[src/hw/rtl/range_min_segment_tree_top_defines.svh]
// Assertion macros for the range-minimum segment tree.
`ifndef RANGE_MIN_SEGMENT_TREE_TOP_DEFINES_SVH
`define RANGE_MIN_SEGMENT_TREE_TOP_DEFINES_SVH
// Implication checked on every rising clock edge outside reset.
`define RMST_ASSERT_IMP(label, clk, rst_n, ante, cons, msg) \
	label: assert property (@(posedge clk) disable iff (!rst_n) (ante) |-> (cons)) \
		else $error(msg);
// Next-cycle implication checked outside reset.
`define RMST_ASSERT_NXT(label, clk, rst_n, ante, cons, msg) \
	label: assert property (@(posedge clk) disable iff (!rst_n) (ante) |=> (cons)) \
		else $error(msg);
`endif

[src/hw/rtl/rmst_pkg.sv]
// Shared types and constants of the range-minimum segment tree.
package rmst_pkg;
	localparam int MaxElements = 1024;
	localparam int LeafBits = $clog2(MaxElements);
	localparam int NodeBits = LeafBits + 1;
	localparam int CountBits = LeafBits + 1;
	localparam logic signed [31:0] MinIdentity = 32'sh7FFF_FFFF;

	typedef enum logic {
		FUNC_SET = 1'b0,
		FUNC_QUERY = 1'b1
	} func_t;

	// A classified command from the front end to the executor.
	typedef struct packed {
		logic is_query;
		logic is_empty;
		logic [LeafBits-1:0] lo;
		logic [LeafBits-1:0] hi;
		logic signed [31:0] value;
	} cmd_t;
endpackage

[src/hw/rtl/rmst_front.sv]
// Front end: accepts input words, clips ranges and queues commands.
module rmst_front (
	input logic clk,
	input logic arst_n,
	input logic s_axis_tvalid,
	output logic s_axis_tready,
	input logic [63:0] s_axis_tdata,
	input logic s_axis_tuser,
	input logic [rmst_pkg::CountBits-1:0] n_in_use,
	output logic cmd_valid,
	input logic cmd_ready,
	output rmst_pkg::cmd_t cmd
);
	import rmst_pkg::*;

	localparam int Depth = 2;
	cmd_t fifo_q [Depth];
	logic wr_ptr_q, rd_ptr_q;
	logic [1:0] count_q;
	logic func;
	logic [LeafBits-1:0] pos, lo, hi, hi_clip;
	logic [CountBits-1:0] n_m1;
	logic take, give, keep;
	cmd_t new_cmd;

	assign func = s_axis_tuser;
	assign pos = s_axis_tdata[9:0];
	assign lo = s_axis_tdata[51:42];
	assign hi = s_axis_tdata[61:52];
	assign n_m1 = n_in_use - CountBits'(1);
	assign hi_clip = ({1'b0, hi} > n_m1) ? n_m1[LeafBits-1:0] : hi;

	always_comb begin
		new_cmd.is_query = (func == FUNC_QUERY);
		new_cmd.is_empty = (lo > hi_clip);
		new_cmd.lo = new_cmd.is_query ? lo : pos;
		new_cmd.hi = hi_clip;
		new_cmd.value = $signed(s_axis_tdata[41:10]);
	end

	// Sets beyond the positions in use are dropped here.
	assign keep = (func == FUNC_QUERY) || ({1'b0, pos} < n_in_use);
	assign s_axis_tready = (count_q != 2'd2);
	assign take = s_axis_tvalid && s_axis_tready;
	assign cmd_valid = (count_q != 2'd0);
	assign give = cmd_valid && cmd_ready;
	assign cmd = fifo_q[rd_ptr_q];

	always_ff @(posedge clk) begin
		if (take && keep) begin
			fifo_q[wr_ptr_q] <= new_cmd;
		end
	end

	always_ff @(posedge clk or negedge arst_n) begin
		if (!arst_n) begin
			wr_ptr_q <= 1'b0;
			rd_ptr_q <= 1'b0;
			count_q <= 2'd0;
		end else begin
			if (take && keep) wr_ptr_q <= ~wr_ptr_q;
			if (give) rd_ptr_q <= ~rd_ptr_q;
			count_q <= count_q + 2'(take && keep) - 2'(give);
		end
	end
endmodule

[config.mk]
export PLATFORM = sky130hd
export DESIGN_NAME = rmst_front
export DESIGN_NICKNAME = d
export VERILOG_FILES = /design/src/hw/rtl/range_min_segment_tree_top_defines.svh /design/src/hw/rtl/rmst_pkg.sv /design/src/hw/rtl/rmst_front.sv
export SDC_FILE = /design/constraint.sdc
export NUM_CORES = 1
export LEC_CHECK = 0
export BUFFER_PORTS_ARGS = -buffer_cell sky130_fd_sc_hd__buf_2
export CAP_MARGIN = 40
export CORE_MARGIN = 5
export CORE_UTILIZATION = 35
export CTS_CLUSTER_DIAMETER = 100
export DETAILED_ROUTE_END_ITERATION = 12
export PLACE_DENSITY = 0.58
export SLEW_MARGIN = 25
export SYNTH_ARGS = -nofsm -noshare
export SYNTH_HDL_FRONTEND = slang
export SYNTH_SLANG_ARGS = --single-unit
[constraint.sdc]
create_clock -name clk -period 3.2 [get_ports clk]
set_input_delay 0.32 -clock clk [delete_from_list [all_inputs] [get_ports clk]]
set_output_delay 0.32 -clock clk [all_outputs]
set_load 0.005 [all_outputs]
* After elaboration in Yosys (flattened, before gate mapping)
Memories as Yosys holds them, arrays and structs flattened.
Cells that the tools add are included.
** Storage, ports and cells
- Logic and storage cells :: 22
- RAM bits :: 108
- Memories kept :: 1
- Register bits after elaboration :: 4
- Output and inout bits :: 56
- Input port bits :: 80
** Cells by class
- Equality and inequality tests :: 1
- Bitwise gates (word level) :: 2
- Reduce and logical (&&, ||, !) cells :: 5
- Add/sub/neg operators :: 3
- Muxes and demuxes :: 4
- $lt $le $gt $ge :: 3
** Memory list
- fifo_q :: words 2, width 54, rd ports 1, clocked after memory_dff 0, write ports 1, line rmst_front.sv:17 : cmd_t fifo_q [Depth];
** Operator list (count)
- 10-bit 2-to-1 mux :: 2
- 10-bit by 11-bit > comparator with 1-bit output :: 1
- 10-bit by 11-bit less-than comparator with 1-bit output :: 1
- 11-bit by 1-bit subtractor with 11-bit output (second input constant) :: 1
- 10-bit > comparator :: 1
- 1-bit logical AND :: 3
- 2-bit by 1-bit adder with 2-bit output :: 1
- 1-bit 2-to-1 mux :: 2
- 2-bit != test (second input constant) :: 1
- 1-bit NOT :: 2
- 2-bit nonzero test :: 1
- 2-bit by 1-bit subtractor with 2-bit output :: 1
- 1-bit logical OR :: 1

* Depth between registers and ports, before layout
- Word-level depth :: 5
- Depth in mapped cells :: 20
- Depth with buffers taken out :: 19

* Worst setup path before layout
No wires, ideal clock.
- Path type :: input to register
- Start :: input port n_in_use[0] (netlist bit)
- End :: memory fifo_q[0][52] (netlist bit) (data pin)
- Library setup time :: 275 ps
- Path buffers :: 1
- Stages on the path :: 20
- Path slack :: -1063 ps
- Required time :: 2925 ps
- Arrival :: 3987 ps
- Cell sequence :: inv_1 > ha_1 > nand2_1 > nor4_1 > xnor2_1 > inv_1 > ha_1 > nand3_1 > o21ai_1 > a31oi_1 > nor4_4 > buf_6 > mux2i_1 > ha_1 > a21o_1 > a21o_1 > a21oi_1 > nor2_1 > a2111oi_0 > a31oi_1
** RTL lines
- start, declared :: line rmst_front.sv:9 : input logic [rmst_pkg::CountBits-1:0] n_in_use,
- end, declared :: line rmst_front.sv:17

==> results.toml <==
[worst_setup_path]
start_kind = "input port"
r2r_start = "count_q[1]"
critical_path_class = "in2reg"
startpoint = "n_in_use[1]"
critPathCaptureType = "flop"
r2r_cells = 8
r2r-end = "count_q[1]"
cp.required_ns = 3.29
r2r_setup_slack_ns = 1.39
cp_data_arrival_time_ns = 3.72
cp_max_fo = 7

[power_and_ir_drop]
power_leakage_nw = 2.99
power.density_mw_per_mm2 = 660
power_frac_clock_pct = 23.0
pwr-share-seq_pct = 43.4
comb_power_share_pct = 33.6
ir_worst_vdd_mv = 0.299
switchingPower_mw = 1.43
p_sw_share_pct = 29.8
p_int_mw = 3.37

[grt]
grt_max_degree = 46
grt_usage_pct = 14.6
grt_overflow = 0
antenna_found_initial = 0
grt_pass1_wl_um = 20200
grt_pass1_vias = 3857

[clock_network]
cts_buffers = 9
root_buffer = "clkbuf_16"
cts_tree = "done"
worstSkewPairLatency_ns = 0.35
h-tree-depth = 3
cts.sinks = 112
cts_buffer_depth = 2
clk_pin_slew_ns = 0.08

[sta]
fin_ws_ns = -0.432
final.period_utilization_pct = 113
clock-skew-final_ns = 0.00928
rsz0062_at_grt = "yes"
max_freq_mhz = 275
slew_headroom_pct = 75.2
whs_ns = 0.157
worstMarginPinSlew_ns = 0.372
setup_violations = 2
final_max_slew_viol_count = 0
hold_viol = 0
final.min_clock_period_ns = 3.63
final.setup.tns_ns = -0.864

[placement]
gp_congestion = 0.853
place_hpwl_um = 9680
place.port_buffers = 133
place_inst = 699
place_area_mm2 = 0.00671

[drt]
routed_via_density = 4.78
drt-initial-drc-count = 89
vias = 3482
ant_nets = 0
routed_wl_um = 12800
wire_per_inst_um = 17.6
drc_errors = 0
drt-pass1-iter-count = 4

[synthesis]
synth-main-ff-cell = "edfxtp_1"
synth.avg_cell_area_um2 = 16.1
syn-cell-area_mm2 = 0.00536
syn_nets = 444
ys_seq_area_share_pct = 62.3
syn_inst = 334
async_flop_share_pct = 3.57
ys_ff_latch = 112
synth_enable_flop_cells = 108
synth.distinct_cells = 39
yosys_warnings = 0

[floorplan]
core_area_mm2 = 0.0151
die_area_mm2 = 0.0179
die_x_um = 134
io_pins = 136
rows = 45
start_util_pct = 35.5
die_h_um = 134

[cells_and_area]
final_area_mm2 = 0.00728
synthToLayoutAreaGrowth_pct = 35.7
layout.nets = 646
diodes = 0
drive_above_1_share_pct = 60.3
fin_cells = 729
final_core_util_pct = 48.2

[outcome]
status = "complete, but fails checks"
violations = "negative setup slack"

[min_path]
hp-class = "in2reg"
min_from = "s_axis_tdata[27]"
holdPathStages = 1
worstHoldEndpoint = "fifo_q[1][17]"

[flow_run]
drv_cap = 0
metrics by stage:
| step | power [mW] | setup WS [ns] |
|---|---|---|
| 6_report | 4.81 | -0.432 |
| 5_1_grt | 5.10 | -0.638 |
| 4_1_cts | 4.88 | -0.383 |
| 3_5_place_dp | 3.73 | -0.861 |
| 3_3_place_gp | 3.69 | -0.778 |
| 2_1_floorplan | 3.00 | -0.862 |
worst max-delay path, cell delays in order:
cell and delay, ns:
buf_2 0.11, inv_2 0.06, ha_2 0.21, nand2_4 0.07, nor4_4 0.28, xnor2_2 0.17, inv_2 0.08, ha_4 0.27
nand3_2 0.06, o21ai_2 0.14, buf_4 0.14, a2111oi_4 0.04, nor4_4 0.29, buf_4 0.21, mux2i_1 0.21, ha_1 0.26
a21o_1 0.16, a21o_1 0.21, a2111oi_4 0.34, a31oi_1 0.09
registers in the layout, summed over array words and instances, names as in the netlist:
| register | cells |
|---|---|
| wr_ptr_q | 1 |
| rd_ptr_q | 1 |
| fifo_q | 108 |
| count_q | 2 |
logic make-up after synthesis:
| kind of cell | share of synthesized area [%] |
|---|---|
| fa+ha+maj | 7.21 |
| simple gates | 4.48 |
| mux | 17.3 |
| buf+inv | 2.31 |
| compound gates | 3.48 |
| xor+xnor | 2.85 |
| flops | 62.3 |
worst max-delay path by stage:
stage | endpoint | slack, ns | depth (start not counted)
floorplan | fifo_q[0][0] | -0.86 | 8
global placement | fifo_q[0][52] | -0.78 | 20
detailed placement | fifo_q[0][52] | -0.86 | 20
CTS | fifo_q[0][52] | -0.38 | 21
global route | fifo_q[0][52] | -0.64 | 21
finish | fifo_q[1][52] | -0.43 | 20
Yosys cell counts (3+ instances only):
library cell / instances / area share (%)
a21o_1: 10 / 1.4
a21oi_1: 7 / 0.65
clkbuf_1: 7 / 0.49
dfrtp_1: 4 / 1.9
edfxtp_1: 108 / 60
ha_1: 30 / 7.0
inv_1: 23 / 1.6
mux2_2: 71 / 15
mux2i_1: 10 / 1.9
nand2_1: 7 / 0.49
nand3_1: 4 / 0.37
nand4_1: 3 / 0.35
nor2_1: 7 / 0.49
nor3_1: 3 / 0.28
xnor2_1: 10 / 1.6
xor2_1: 3 / 0.49
layout make-up:
| type | instances | area, um^2 |
|---|---|---|
| inverter | 23 | 86.3 |
| tap | 188 | 235 |
| timing repair buffer | 199 | 1220 |
| fill | 1368 | 7810 |
| multi-input combinational | 191 | 2100 |
| clock buffer | 10 | 229 |
| clock inverter | 6 | 62.6 |
| sequential | 112 | 3340 |
power groups by stage:
stage | combinational, mW | clock, mW | sequential, mW
2_1_floorplan | 0.905 | 0 | 2.09
3_3_place_gp | 1.58 | 0 | 2.11
3_5_place_dp | 1.60 | 0 | 2.13
4_1_cts | 1.64 | 1.15 | 2.09
5_1_grt | 1.77 | 1.21 | 2.12
6_report | 1.61 | 1.11 | 2.09
cell usage in the layout (no fill, tap or decap), types with 2 or more instances in the layout:
cell type  count
a2111oi_4      2
a21o_1        10
a21oi_1        4
a21oi_2        3
buf_12         3
buf_2        131
buf_4         61
buf_6          3
clkbuf_16      9
clkinv_4       2
dfrtp_1        3
edfxtp_1     108
ha_1          24
ha_4           5
inv_1         18
inv_2          5
inv_6          2
mux2_2        71
mux2_4         2
mux2i_1       10
nand2_1        6
nand2b_1       2
nand3_1        2
nand4_1        3
nor2_1         3
nor2_4         3
nor3_1         3
nor4_4         2
xnor2_1        7
xnor2_2        4
xor2_1         3
per-layer routing:
metal  vias up  global-route usage, %  wire length [um]  share of wire [%]
met5         -                      0                 0                  0
met4         0                   4.34               167                1.3
met3        11                   3.45               556                4.3
met2        88                   25.4              6440                 50
met1      1702                   18.1              5670                 44
li1       1681                      -                 -                  -
repair_timing:
action                                 in CTS  in global routing
setup endpoints to repair                   2                  2
setup buffers                               9                  4
gates resized for setup                    18                 13
endpoints found under the hold margin       4                  0
pin swaps                                  17                 17
hold buffers                                1                  0
No activity file was read; power rests on OpenSTA's default activity.
